--- config.mk ---
export PLATFORM = sky130hd
export DESIGN_NAME = undecimated_wavelet_line_filter_unit
export DESIGN_NICKNAME = d
export VERILOG_FILES = /design/src/sv/uwlf_pkg.sv /design/src/sv/uwlf_datapath.sv /design/src/sv/uwlf_controller.sv /design/src/sv/undecimated_wavelet_line_filter_unit.sv
export SDC_FILE = /design/constraint.sdc
export NUM_CORES = 2
export LEC_CHECK = 0
export BUFFER_PORTS_ARGS = -buffer_cell sky130_fd_sc_hd__buf_4
export CORE_MARGIN = 8
export CORE_UTILIZATION = 31
export CTS_CLUSTER_DIAMETER = 40
export CTS_CLUSTER_SIZE = 8
export DETAILED_ROUTE_END_ITERATION = 8
export SYNTH_ARGS = -nofsm -noshare
export SYNTH_HDL_FRONTEND = slang
export SYNTH_HIERARCHICAL = 1
export SYNTH_SLANG_ARGS = --single-unit
--- constraint.sdc ---
create_clock -name clk -period 7.9 [get_ports clk]
set_clock_uncertainty 0.1 [all_clocks]
set_input_delay 0.79 -clock clk [delete_from_list [all_inputs] [get_ports clk]]
set_output_delay 0.79 -clock clk [all_outputs]
set_load 0.05 [all_outputs]
--- src/sv/uwlf_pkg.sv ---
// Shared types and constants of the wavelet line filter unit.
// No dependencies.
package uwlf_pkg;

	localparam int SAMPLE_W   = 16;
	localparam int COEF_W     = 16;
	localparam int NUM_COEFS  = 16;
	localparam int VAL_W      = 20;
	localparam int POS_W      = 12;
	localparam int FRAC_BITS  = 14;
	localparam int ROUND_BIAS = 8192;
	localparam int VAL_MAX    = 524287;
	localparam int VAL_MIN    = -524288;
	localparam int CFG_W      = 64;
	localparam int CFG_IDX_W  = 3;
	localparam int TAPCFG_W   = 5;

	localparam logic [CFG_IDX_W-1:0] CFG_TAP_COUNT = 3'd0;
	localparam logic [CFG_IDX_W-1:0] CFG_COEF_A    = 3'd1;
	localparam logic [CFG_IDX_W-1:0] CFG_COEF_B    = 3'd2;
	localparam logic [CFG_IDX_W-1:0] CFG_COEF_C    = 3'd3;
	localparam logic [CFG_IDX_W-1:0] CFG_COEF_D    = 3'd4;

	localparam logic [TAPCFG_W-1:0] TAP_COUNT_RST = 5'd2;
	localparam logic [CFG_W-1:0]    COEF_A_RST    = 64'd759246145;

	typedef enum logic [2:0] {
		S_IDLE,
		S_PLAN,
		S_MAC,
		S_DRAIN,
		S_OUT,
		S_NEXT
	} uwlf_state_t;

	typedef struct packed {
		logic accept;
		logic acc_clear;
		logic issue;
		logic load_out;
		logic end_line;
	} uwlf_cmd_t;

	typedef struct packed {
		logic stored;
		logic eol;
		logic pipe_busy;
		logic out_free;
	} uwlf_stat_t;

endpackage

--- src/sv/uwlf_datapath.sv ---
// Datapath: configuration registers, line stores, tap MAC pipeline, output register.
// Depends on uwlf_pkg; driven by uwlf_controller.
module uwlf_datapath import uwlf_pkg::*; #(
	parameter int MAX_TAPS  = 16,
	parameter int MAX_BLOCK = 4096,
	localparam int IDX_W = $clog2(MAX_BLOCK),
	localparam int CNT_W = $clog2(MAX_BLOCK + 1),
	localparam int TAP_W = $clog2(MAX_TAPS + 1)
) (
	input  logic                       clk,
	input  logic                       arst_n,
	input  logic                       cfg_we,
	input  logic [CFG_IDX_W-1:0]       cfg_index,
	input  logic [CFG_W-1:0]           cfg_data,
	input  logic signed [SAMPLE_W-1:0] sample,
	input  logic                       end_of_line,
	input  uwlf_cmd_t                  cmd,
	input  logic [IDX_W-1:0]           fetch_idx,
	input  logic [TAP_W-1:0]           fetch_j,
	input  logic [IDX_W-1:0]           out_idx,
	output uwlf_stat_t                 stat,
	output logic [CNT_W-1:0]           len,
	output logic [TAP_W-1:0]           taps,
	output logic                       out_valid,
	input  logic                       out_ready,
	output logic signed [VAL_W-1:0]    low_value,
	output logic signed [VAL_W-1:0]    high_value,
	output logic [POS_W-1:0]           position,
	output logic                       final_output,
	output logic                       clipped,
	output logic                       overflow
);

	localparam int SLOT_W = $clog2(MAX_TAPS);
	localparam int HEAD_D = MAX_TAPS - 1;
	localparam int HEAD_W = (HEAD_D > 1) ? $clog2(HEAD_D) : 1;
	localparam int ACC_W  = 34 + TAP_W;

	logic [TAPCFG_W-1:0] tap_count_q;
	logic [CFG_W-1:0]    coef_q [4];
	logic [NUM_COEFS*COEF_W-1:0] coef_all;

	logic signed [SAMPLE_W-1:0] head_q   [HEAD_D];
	logic signed [SAMPLE_W-1:0] window_q [MAX_TAPS];

	logic [CNT_W-1:0]  cnt_q;
	logic [CNT_W-1:0]  len_q;
	logic              ovf_q;
	logic              eol_q;
	logic              stored_q;
	logic [SLOT_W-1:0] next_slot_q;
	logic [SLOT_W-1:0] last_slot_q;
	logic              full;

	logic [CNT_W-1:0]           lag;
	logic                       in_win;
	logic [SLOT_W-1:0]          lag_s;
	logic [SLOT_W:0]            slot_sum;
	logic [SLOT_W-1:0]          rd_slot;
	logic signed [SAMPLE_W-1:0] x_rd;
	logic [TAP_W-1:0]           k_hi;

	logic                       v_s1, v_s2;
	logic signed [SAMPLE_W-1:0] x_s1;
	logic signed [COEF_W-1:0]   ca_s1, cb_s1;
	logic                       neg_s1;
	logic signed [31:0]         plo_s2;
	logic signed [32:0]         phi_s2;
	logic signed [32:0]         p_hi;

	logic signed [ACC_W-1:0] lo_acc_q, hi_acc_q;
	logic signed [ACC_W-1:0] lo_r, hi_r;
	logic                    clip_lo, clip_hi;
	logic signed [VAL_W-1:0] lo_sat, hi_sat;
	logic                    out_valid_q;

	function automatic logic signed [COEF_W-1:0] coef_at(input logic [TAP_W-1:0] k);
		logic signed [COEF_W-1:0] c;
		c = '0;
		if (32'(k) < NUM_COEFS)
			c = $signed(coef_all[COEF_W*int'(k) +: COEF_W]);
		return c;
	endfunction

	// Configuration registers
	always_ff @(posedge clk or negedge arst_n) begin
		if (!arst_n) begin
			tap_count_q <= TAP_COUNT_RST;
			coef_q[0]   <= COEF_A_RST;
			coef_q[1]   <= '0;
			coef_q[2]   <= '0;
			coef_q[3]   <= '0;
		end else if (cfg_we) begin
			case (cfg_index)
				CFG_TAP_COUNT: tap_count_q <= cfg_data[TAPCFG_W-1:0];
				CFG_COEF_A:    coef_q[0]   <= cfg_data;
				CFG_COEF_B:    coef_q[1]   <= cfg_data;
				CFG_COEF_C:    coef_q[2]   <= cfg_data;
				CFG_COEF_D:    coef_q[3]   <= cfg_data;
				default: ;
			endcase
		end
	end

	assign coef_all = {coef_q[3], coef_q[2], coef_q[1], coef_q[0]};

	always_comb begin
		if (tap_count_q < 5'd2)
			taps = TAP_W'(2);
		else if (32'(tap_count_q) > MAX_TAPS)
			taps = TAP_W'(MAX_TAPS);
		else
			taps = TAP_W'(tap_count_q);
	end

	// Line bookkeeping
	assign full = (32'(cnt_q) >= MAX_BLOCK);

	always_ff @(posedge clk or negedge arst_n) begin
		if (!arst_n) begin
			cnt_q       <= '0;
			len_q       <= '0;
			ovf_q       <= 1'b0;
			eol_q       <= 1'b0;
			stored_q    <= 1'b0;
			next_slot_q <= '0;
			last_slot_q <= '0;
		end else if (cmd.accept) begin
			eol_q <= end_of_line;
			if (full) begin
				ovf_q    <= 1'b1;
				len_q    <= CNT_W'(MAX_BLOCK);
				stored_q <= 1'b0;
			end else begin
				cnt_q       <= cnt_q + CNT_W'(1);
				len_q       <= cnt_q + CNT_W'(1);
				stored_q    <= 1'b1;
				last_slot_q <= next_slot_q;
				next_slot_q <= (32'(next_slot_q) == MAX_TAPS - 1) ? '0
				               : next_slot_q + SLOT_W'(1);
			end
		end else if (cmd.end_line) begin
			cnt_q       <= '0;
			ovf_q       <= 1'b0;
			next_slot_q <= '0;
		end
	end

	always_ff @(posedge clk) begin
		if (cmd.accept && !full) begin
			if (32'(cnt_q) < HEAD_D)
				head_q[HEAD_W'(cnt_q)] <= sample;
			window_q[next_slot_q] <= sample;
		end
	end

	// Sample fetch: window slot if still held, else head, else zero
	always_comb begin
		lag      = len_q - CNT_W'(1) - CNT_W'(fetch_idx);
		in_win   = (32'(lag) < MAX_TAPS);
		lag_s    = SLOT_W'(lag);
		slot_sum = (SLOT_W+1)'(last_slot_q) + (SLOT_W+1)'(MAX_TAPS) - (SLOT_W+1)'(lag_s);
		if (32'(slot_sum) >= MAX_TAPS)
			rd_slot = SLOT_W'(slot_sum - (SLOT_W+1)'(MAX_TAPS));
		else
			rd_slot = SLOT_W'(slot_sum);
		if (in_win)
			x_rd = window_q[rd_slot];
		else if (32'(fetch_idx) < HEAD_D)
			x_rd = head_q[HEAD_W'(fetch_idx)];
		else
			x_rd = '0;
		k_hi = taps - TAP_W'(1) - fetch_j;
	end

	always_ff @(posedge clk or negedge arst_n) begin
		if (!arst_n) begin
			v_s1 <= 1'b0;
			v_s2 <= 1'b0;
		end else begin
			v_s1 <= cmd.issue;
			v_s2 <= v_s1;
		end
	end

	assign p_hi = x_s1 * cb_s1;

	always_ff @(posedge clk) begin
		x_s1   <= x_rd;
		ca_s1  <= coef_at(fetch_j);
		cb_s1  <= coef_at(k_hi);
		neg_s1 <= ~k_hi[0];
		plo_s2 <= x_s1 * ca_s1;
		phi_s2 <= neg_s1 ? -p_hi : p_hi;
	end

	always_ff @(posedge clk) begin
		if (cmd.acc_clear) begin
			lo_acc_q <= '0;
			hi_acc_q <= '0;
		end else if (v_s2) begin
			lo_acc_q <= lo_acc_q + ACC_W'(plo_s2);
			hi_acc_q <= hi_acc_q + ACC_W'(phi_s2);
		end
	end

	// Round half up, floor shift, saturate
	always_comb begin
		lo_r    = (lo_acc_q + ACC_W'(ROUND_BIAS)) >>> FRAC_BITS;
		hi_r    = (hi_acc_q + ACC_W'(ROUND_BIAS)) >>> FRAC_BITS;
		clip_lo = (lo_r > ACC_W'(VAL_MAX)) || (lo_r < ACC_W'(VAL_MIN));
		clip_hi = (hi_r > ACC_W'(VAL_MAX)) || (hi_r < ACC_W'(VAL_MIN));
		if (clip_lo)
			lo_sat = lo_r[ACC_W-1] ? VAL_W'(VAL_MIN) : VAL_W'(VAL_MAX);
		else
			lo_sat = VAL_W'(lo_r);
		if (clip_hi)
			hi_sat = hi_r[ACC_W-1] ? VAL_W'(VAL_MIN) : VAL_W'(VAL_MAX);
		else
			hi_sat = VAL_W'(hi_r);
	end

	always_ff @(posedge clk or negedge arst_n) begin
		if (!arst_n)
			out_valid_q <= 1'b0;
		else if (cmd.load_out)
			out_valid_q <= 1'b1;
		else if (out_ready)
			out_valid_q <= 1'b0;
	end

	always_ff @(posedge clk) begin
		if (cmd.load_out) begin
			low_value    <= lo_sat;
			high_value   <= hi_sat;
			position     <= POS_W'(out_idx);
			final_output <= (CNT_W'(out_idx) + CNT_W'(1) == len_q);
			clipped      <= clip_lo | clip_hi;
			overflow     <= ovf_q;
		end
	end

	assign out_valid      = out_valid_q;
	assign len            = len_q;
	assign stat.stored    = stored_q;
	assign stat.eol       = eol_q;
	assign stat.pipe_busy = v_s1 | v_s2;
	assign stat.out_free  = !out_valid_q || out_ready;

endmodule

--- src/sv/uwlf_controller.sv ---
// Controller: sequences the outputs of each sample and the taps of each output.
// Depends on uwlf_pkg; commands uwlf_datapath.
module uwlf_controller import uwlf_pkg::*; #(
	parameter int MAX_TAPS  = 16,
	parameter int MAX_BLOCK = 4096,
	localparam int IDX_W = $clog2(MAX_BLOCK),
	localparam int CNT_W = $clog2(MAX_BLOCK + 1),
	localparam int TAP_W = $clog2(MAX_TAPS + 1)
) (
	input  logic             clk,
	input  logic             arst_n,
	input  logic             in_valid,
	output logic             in_ready,
	input  uwlf_stat_t       stat,
	input  logic [CNT_W-1:0] len,
	input  logic [TAP_W-1:0] taps,
	output uwlf_cmd_t        cmd,
	output logic [IDX_W-1:0] fetch_idx,
	output logic [TAP_W-1:0] fetch_j,
	output logic [IDX_W-1:0] out_idx
);

	uwlf_state_t state_q, state_d;
	logic [IDX_W-1:0] i_q, m_q, m_next;
	logic [TAP_W-1:0] j_q;
	logic             len_ge_taps, emit_first, has_eol, more, last_tap;
	logic [IDX_W-1:0] first_i, eol_start;

	always_comb begin
		len_ge_taps = (len >= CNT_W'(taps));
		emit_first  = stat.stored && len_ge_taps;
		first_i     = IDX_W'(len - CNT_W'(taps));
		eol_start   = len_ge_taps ? IDX_W'(len - CNT_W'(taps) + CNT_W'(1)) : '0;
		has_eol     = (CNT_W'(eol_start) < len);
		more        = stat.eol && (CNT_W'(i_q) + CNT_W'(1) < len);
		last_tap    = (j_q == taps - TAP_W'(1));
		// wrap around the line, as often as a short line needs
		m_next      = (CNT_W'(m_q) + CNT_W'(1) == len) ? '0 : m_q + IDX_W'(1);
	end

	always_comb begin
		state_d = state_q;
		case (state_q)
			S_IDLE:  if (in_valid) state_d = S_PLAN;
			S_PLAN: begin
				if (emit_first || (stat.eol && has_eol))
					state_d = S_MAC;
				else
					state_d = S_IDLE;
			end
			S_MAC:   if (last_tap) state_d = S_DRAIN;
			S_DRAIN: if (!stat.pipe_busy) state_d = S_OUT;
			S_OUT:   if (stat.out_free) state_d = S_NEXT;
			S_NEXT:  state_d = more ? S_MAC : S_IDLE;
			default: state_d = S_IDLE;
		endcase
	end

	always_comb begin
		cmd      = '0;
		in_ready = 1'b0;
		case (state_q)
			S_IDLE: begin
				in_ready   = 1'b1;
				cmd.accept = in_valid;
			end
			S_PLAN: begin
				cmd.acc_clear = emit_first || (stat.eol && has_eol);
				cmd.end_line  = !emit_first && stat.eol && !has_eol;
			end
			S_MAC:   cmd.issue    = 1'b1;
			S_OUT:   cmd.load_out = stat.out_free;
			S_NEXT: begin
				cmd.acc_clear = more;
				cmd.end_line  = stat.eol && !more;
			end
			default: ;
		endcase
	end

	always_ff @(posedge clk or negedge arst_n) begin
		if (!arst_n) begin
			state_q <= S_IDLE;
			i_q     <= '0;
			m_q     <= '0;
			j_q     <= '0;
		end else begin
			state_q <= state_d;
			case (state_q)
				S_PLAN: begin
					i_q <= emit_first ? first_i : eol_start;
					m_q <= emit_first ? first_i : eol_start;
					j_q <= '0;
				end
				S_MAC: begin
					j_q <= j_q + TAP_W'(1);
					m_q <= m_next;
				end
				S_NEXT: begin
					i_q <= i_q + IDX_W'(1);
					m_q <= i_q + IDX_W'(1);
					j_q <= '0;
				end
				default: ;
			endcase
		end
	end

	assign fetch_idx = m_q;
	assign fetch_j   = j_q;
	assign out_idx   = i_q;

endmodule

--- src/sv/undecimated_wavelet_line_filter_unit.sv ---
// A sample is taken and planned, then each output pair that it releases is computed in turn;
// the last sample of a line releases taps pairs (all of them on a line shorter than that).
// Throughput is set by the single shared multiply-accumulate unit, one tap per cycle.
// A finished pair waits in the output register while the next sample is taken.
// Reset clears control and counters and sets configuration to its defaults; line stores are undefined until written.
module undecimated_wavelet_line_filter_unit import uwlf_pkg::*; #(
	parameter int MAX_TAPS  = 16,
	parameter int MAX_BLOCK = 4096
) (
	input  logic                       clk,
	input  logic                       arst_n,
	input  logic                       cfg_we,
	input  logic [CFG_IDX_W-1:0]       cfg_index,
	input  logic [CFG_W-1:0]           cfg_data,
	input  logic                       in_valid,
	output logic                       in_ready,
	input  logic signed [SAMPLE_W-1:0] sample,
	input  logic                       end_of_line,
	output logic                       out_valid,
	input  logic                       out_ready,
	output logic signed [VAL_W-1:0]    low_value,
	output logic signed [VAL_W-1:0]    high_value,
	output logic [POS_W-1:0]           position,
	output logic                       final_output,
	output logic                       clipped,
	output logic                       overflow
);

	localparam int IDX_W = $clog2(MAX_BLOCK);
	localparam int CNT_W = $clog2(MAX_BLOCK + 1);
	localparam int TAP_W = $clog2(MAX_TAPS + 1);

	uwlf_cmd_t        cmd;
	uwlf_stat_t       stat;
	logic [CNT_W-1:0] len;
	logic [TAP_W-1:0] taps;
	logic [IDX_W-1:0] fetch_idx;
	logic [TAP_W-1:0] fetch_j;
	logic [IDX_W-1:0] out_idx;

	uwlf_controller #(
		.MAX_TAPS (MAX_TAPS),
		.MAX_BLOCK(MAX_BLOCK)
	) u_ctrl (
		.clk      (clk),
		.arst_n   (arst_n),
		.in_valid (in_valid),
		.in_ready (in_ready),
		.stat     (stat),
		.len      (len),
		.taps     (taps),
		.cmd      (cmd),
		.fetch_idx(fetch_idx),
		.fetch_j  (fetch_j),
		.out_idx  (out_idx)
	);

	uwlf_datapath #(
		.MAX_TAPS (MAX_TAPS),
		.MAX_BLOCK(MAX_BLOCK)
	) u_dp (
		.clk         (clk),
		.arst_n      (arst_n),
		.cfg_we      (cfg_we),
		.cfg_index   (cfg_index),
		.cfg_data    (cfg_data),
		.sample      (sample),
		.end_of_line (end_of_line),
		.cmd         (cmd),
		.fetch_idx   (fetch_idx),
		.fetch_j     (fetch_j),
		.out_idx     (out_idx),
		.stat        (stat),
		.len         (len),
		.taps        (taps),
		.out_valid   (out_valid),
		.out_ready   (out_ready),
		.low_value   (low_value),
		.high_value  (high_value),
		.position    (position),
		.final_output(final_output),
		.clipped     (clipped),
		.overflow    (overflow)
	);

endmodule

# After elaboration in Yosys (flattened, before gate mapping)
# Memories as Yosys holds them, arrays and structs flattened.
# Index checks and enable logic that the tools add are counted.
# classes
eq_ne	19
magnitude_cmp	16
n_shift	2
n_bitwise	4
addsub	21
n_reduce_logical	33
multipliers	2
muxes	48
# ops
cell	count
$shiftx A256 B10 Y16	2
$mux W20	4
$add A39 B15 Y39 const B	2
$mul A16 B16 Y32	2
$mux W13	4
$gt A25 B20 Y1 const B	2
$lt A25 B20 Y1 const B	2
$add A39 B32 Y39	1
$add A39 B33 Y39	1
$add A12 B1 Y12 const B	3
$mux W12	3
$pmux W12 S3	1
$mux W33	1
$neg A33 Y33	1
$mux W16	2
$add A12 B1 Y13 const B	2
$eq A13 B13 Y1	2
$pmux W12 S2	1
$mux W4	5
$pmux W3 S6	1
$reduce_and A2 Y1	8
$mux W1	15
$add A13 B1 Y13 const B	1
$ge A13 B13 Y1 const B	1
42 further kinds	78
# totals
in_bits	89
ramBits	496
elab_cells	180
n_memories	2
output_inout_bits	57
ff_bits	580
# mem_list
name	depth	word_bits	read_ports	rd_clocked_by_memory_dff	write_ports	line	rtl
u_dp.window_q	16	16	1	0	1	uwlf_datapath.sv:44	logic signed [SAMPLE_W-1:0] window_q [MAX_TAPS];
u_dp.head_q	15	16	1	0	1	uwlf_datapath.sv:43	logic signed [SAMPLE_W-1:0] head_q [HEAD_D];

# Longest topological paths before layout
# depth
depth_word	12
ltp_mapped	27
depth_no_buf	25

# By module
# Netlist, hierarchy kept.
# modules_own_cells
mod	n_inst	seq_area_each_um2	cells_per_inst	area_per_inst_um2
uwlf_datapath	1	27938.0	5472	67761.2
uwlf_controller	1	800.8	521	3957.5

# Least setup slack after synthesis
# No wires, ideal clock.
# synth_timing
kind	reg-to-reg
start	register u_dp.x_s1[15]
end	register u_dp.phi_s2[32]
period_less_slack_ps	7020
t_arrival_ps	6792
path_stages_with_launch	24
t_required_ps	7673
setup_ps	127
slack_ps	880
path_buffers	2
cell_sequence	dfxtp_1 > clkbuf_1 > nand2_1 > fa_1 > inv_1 > fa_1 > fa_1 > fa_1 > fa_1 > inv_1 > fa_1 > inv_1 > ha_1 > clkbuf_1 > a21o_1 > a21oi_1 > o21ai_0 > a211oi_1 > a21oi_1 > mux2_2 > a2111oi_4 > nand2b_1 > o311ai_1 > o21ai_1
# synth_via
elab_chain_len	3
# synth_lines
item	line	rtl
from (decl)	uwlf_datapath.sv:64	logic signed [SAMPLE_W-1:0] x_s1;
from (signal assigned)	uwlf_datapath.sv:189	x_s1 <= x_rd;
$mul A16 B16 Y32 (*)	uwlf_datapath.sv:186	assign p_hi = x_s1 * cb_s1;
$neg A33 Y33	uwlf_datapath.sv:194	phi_s2 <= neg_s1 ? -p_hi : p_hi;
$mux W33 (*)	uwlf_datapath.sv:194	
to (signal assigned)	uwlf_datapath.sv:194	
to (decl)	uwlf_datapath.sv:68	logic signed [32:0] phi_s2;
# Every way passes the cells marked *; elsewhere a longest branch is shown, timed or not.
# A chain may end at the register's enable or synchronous reset.

# Final worst setup path
# layout_timing
start	register u_dp.cb_s1[11]
end	register u_dp.phi_s2[32]
# layout_via
elab_chain_len	3
# layout_lines
item	line	rtl
from (decl)	uwlf_datapath.sv:65	logic signed [COEF_W-1:0] ca_s1, cb_s1;
from (signal assigned)	uwlf_datapath.sv:191	cb_s1 <= coef_at(k_hi);
$mul A16 B16 Y32 (*)	uwlf_datapath.sv:186	
$neg A33 Y33	uwlf_datapath.sv:194	
$mux W33 (*)	uwlf_datapath.sv:194	
# Marks and branches as above.

==> impl_metrics.py <==
metrics = {
    "outcome": {
        "status": "complete, no violations",
    },
    "timing": {
        "fin_crit_share_pct": 93.9,
        "slew_headroom_pct": 24.1,
        "grt_setup_unrepaired": "false",
        "worstMarginPinSlew_ns": 1.13,
        "final_period_minus_worst_setup_slack_ns": 7.42,
        "max_clock_freq_ghz": 0.135,
        "hold_ws_ns": 0.0773,
        "finalSetupViolations": 0,
        "final_max_slew_viol_count": 0,
        "timing_hold_violations_final": 0,
        "setup-tns-final_ns": 0,
    },
    "critical_path": {
        "setup_crit_end": "u_dp/phi_s2[32]",
        "critical_path_depth": 22,
        "start_kind": "flop",
        "path_buf_inv": 3,
        "r2r_start": "u_dp/cb_s1[11]",
        "end_kind": "flop",
        "cpLargestDelayFamily": "adder cells",
        "path_cells": "nand2_1 -> fa_1 -> inv_1 -> fa_1 -> fa_1 -> fa_1 -> fa_1 -> inv_1 -> fa_1 -> inv_1 -> ha_1 -> nand2_1 -> nor4_1 -> o211ai_1 -> nand3_1 -> a21oi_1 -> o221ai_1 -> mux2_2 -> a2111oi_4 -> nand2b_1 -> o311ai_1 -> o21ai_1",
        "crit_path_top_delay_cell": "dfxtp_1",
        "worst_r2r_endpoint": "u_dp/phi_s2[32]",
        "reg2regPathDepth": 22,
        "cp_data_arrival_time_ns": 7.96,
        "cpPeakStageDelay_ns": 0.76,
        "reg2reg_slack_ns": 0.48,
        "critPathMostFrequentCell": "fa_1",
        "setup.worst_path.start": "u_dp/cb_s1[11]",
        "cp.required_ns": 8.44,
        "crit_type": "flop to flop",
        "critPathMaxFanout": 16,
    },
    "yosys": {
        "post_synth_inst_count": 5993,
        "postSynthAreaPerCell_um2": 12.0,
        "synth_edf_count": 551,
        "syn-cell-area_um2": 71700,
        "synth_top_flop_cell": "edfxtp_1",
        "synth-async-reset-ratio_pct": 30.9,
        "yosysWarningCount": 6,
        "portion_of_the_post_synthesis_area_used_by_sequential_elements_pct": 40.1,
        "synth_cell_type_count": 99,
        "syn_nets": 6916,
        "ys_seq_elements": 1076,
    },
    "cells_and_area": {
        "finish.utilization_pct": 36.2,
        "synthToLayoutAreaGrowth_pct": 16.2,
        "final_common_cell": "inv_1",
        "finalNetCount": 7084,
        "layout.cells.non_filler": 9351,
        "layout.cells.most_common_list": "inv_1 (701), edfxtp_1 (551), fa_1 (528)",
        "final_layout_size_suffix_gt1_share_pct": 18.7,
        "final.fill_count": 22200,
    },
    "place": {
        "globalplace.congestion": 0.862,
        "io_buffer_count": 145,
        "placed_cells_incl_taps": 8987,
        "hpwlAfterDp_mm": 129,
    },
    "flow_run": {
        "drv_cap": 0,
    },
    "clocking": {
        "clkTransAtPathRegs_ns": 0.05,
        "cts-root-to-sink-buffers": 3,
        "cts_inserted_buffers": 197,
        "tritoncts": "yes",
        "cts_max_level": 4,
        "clock-root-buffer": "clkbuf_16",
        "insertion_delay_ns": 0.86,
        "cts_setup_buffers": 0,
        "clkSinkCount": 1076,
    },
    "drt": {
        "drt_pre_antenna_iters": 5,
        "postRouteWirelength_mm": 181,
        "drt_first_iter_violations": 3255,
        "wl_met2_mm": 87.0,
        "via_count": 46500,
        "wire_per_inst_um": 19.4,
        "drc": 0,
        "routed-wl-met3_mm": 9.63,
        "wl_met1_mm": 79.9,
        "post_drt_via_cell_ratio": 4.97,
        "dr.max_layer_used": "met5",
        "ant_nets": 0,
    },
    "pwr": {
        "worst_ir_drop_vdd_v": 0.000635,
        "power_density_nw_per_um2": 398,
        "leakage_nw": 33.9,
        "fin_total_pwr_mw": 33.1,
    },
    "global_routing": {
        "first_pass_grt_wire_length_mm": 284,
        "grt_overflow": 0,
        "grt_start_max_net_pins": 111,
        "track_usage_pct": 14.4,
        "grt_antenna_before_repair": 24,
        "grt_pass1_vias": 48800,
    },
    "floorplan": {
        "design.core.area_um2": 230000,
        "row_count": 176,
        "initial_core_util_pct": 31.2,
        "io_pins": 146,
        "die-area_um2": 247000,
        "die_h_um": 497,
        "die_width_um": 497,
    },
    "worst_hold_path": {
        "min-delay-path-class": "input port to flop",
    },
}
## metal layers
layer	up-vias	global-route usage, %
met5	-	0
met4	18	4.20
met3	301	2.81
met2	1131	24.1
met1	23900	18.9
li1	21200	-
## per-stage QoR
stage	area [um2]	worst slack [ns]
3_5_place_dp	76500	0.376
4_1_cts	83200	0.307
2_1_floorplan	71700	0.880
3_3_place_gp	76500	0.373
6_report	83300	0.480
5_1_grt	83300	0.00436
## how the worst min path moves through the flow
stage | cells after the start | to | slack [ns] | startpoint
5_1_grt | 2 | u_dp/eol_q | 0.04 | end_of_line
4_1_cts | 2 | u_dp/eol_q | 0.006 | end_of_line
3_5_place_dp | 0 | u_dp/v_s2 | 0.27 | u_dp/v_s1
3_3_place_gp | 0 | u_dp/v_s2 | 0.25 | u_dp/v_s1
2_1_floorplan | 0 | u_dp/v_s2 | 0.25 | u_dp/v_s1
6_report | 2 | u_dp/eol_q | 0.08 | end_of_line
## where the power goes
| part | total [mW] | leakage (nW) | internal [mW] | switching [mW] |
|---|---|---|---|---|
| Clock | 8.35 | 3.24 | 5.46 | 2.89 |
| Combinational | 16.3 | 20.1 | 7.38 | 8.89 |
| Sequential | 8.52 | 10.6 | 7.00 | 1.52 |
## sequential cells by signal, indices dropped and copies added, names as in the netlist, 5 cells and up
register / cells
u_dp/len: 13
u_dp/hi_acc_q: 39
u_dp/position: 12
u_dp/cb_s1: 16
u_ctrl/fetch_j: 5
u_dp/tap_count_q: 5
u_dp/window_q: 256
u_dp/low_value: 20
u_dp/cnt_q: 13
u_dp/phi_s2: 33
u_ctrl/fetch_idx: 12
u_dp/coef_all: 256
u_dp/x_s1: 16
u_dp/lo_acc_q: 39
u_ctrl/out_idx: 12
u_dp/ca_s1: 16
u_dp/high_value: 20
u_dp/plo_s2: 32
u_dp/head_q: 240
## kinds of logic (layout without fill, tap and decap cells)
family	after synthesis	in the layout	synth area share (%)
flip-flops	1076	1076	40.1
buffers and inverters	979	1297	5.16
multiplexers	670	670	14.8
adder cells (fa/ha/maj)	835	835	20.1
AO/OA/AOI/OAI	709	709	6.49
AND/OR/NAND/NOR	1433	1433	9.85
XOR/XNOR	291	291	3.55
other	0	14	0
## cells in the mapped netlist (49+ instances only)
library cell | n | area share, %
o21ai_0 | 156 | 1.1
edfxtp_1 | 551 | 23
nand2b_1 | 59 | 0.51
a21o_1 | 75 | 0.79
inv_1 | 701 | 3.7
nor3_1 | 49 | 0.34
ha_1 | 304 | 5.3
mux2i_1 | 114 | 1.6
nor2b_1 | 65 | 0.57
xor2_1 | 115 | 1.4
clkbuf_1 | 226 | 1.2
mux2_2 | 273 | 4.3
dfxtp_1 | 192 | 5.4
fa_1 | 530 | 15
nand2_1 | 465 | 2.4
and2_1 | 252 | 2.2
dfrtp_1 | 320 | 11
nor2_1 | 292 | 1.5
mux4_2 | 283 | 8.9
a211oi_1 | 62 | 0.65
xnor2_1 | 176 | 2.1
a21oi_1 | 148 | 1.0
nand3_1 | 73 | 0.51
## area by class of cell
cell class              instances  area [um2]  share of cell area, %
diodes                         14        35.0                 0.0421
flip-flops and latches       1076       28800                   34.5
inverters                     704        2640                   3.17
repair buffers                244        1850                   2.23
well taps                    3026        3790                   4.54
clock inverters                73        1090                   1.31
multi-input cells            3938       39500                   47.4
clock buffers                 276        5610                   6.74
## worst register-to-register path: stages (launching register included)
cell	delay, ns
dfxtp_1	0.76
nand2_1	0.17
fa_1	0.54
inv_1	0.05
fa_1	0.47
fa_1	0.56
fa_1	0.53
fa_1	0.54
inv_1	0.05
fa_1	0.53
inv_1	0.04
ha_1	0.43
nand2_1	0.11
nor4_1	0.27
o211ai_1	0.14
nand3_1	0.19
a21oi_1	0.14
o221ai_1	0.29
mux2_2	0.40
a2111oi_4	0.41
nand2b_1	0.12
o311ai_1	0.30
o21ai_1	0.10
## what timing repair did
item / 4_1_cts / 5_1_grt
setup endpoints to repair: 0 / 5
hold buffers: 1 / 0
endpoints found under the hold margin: 80 / 0
gates resized for setup: 0 / 14
Note: power is estimated with default switching activity, not from simulation.
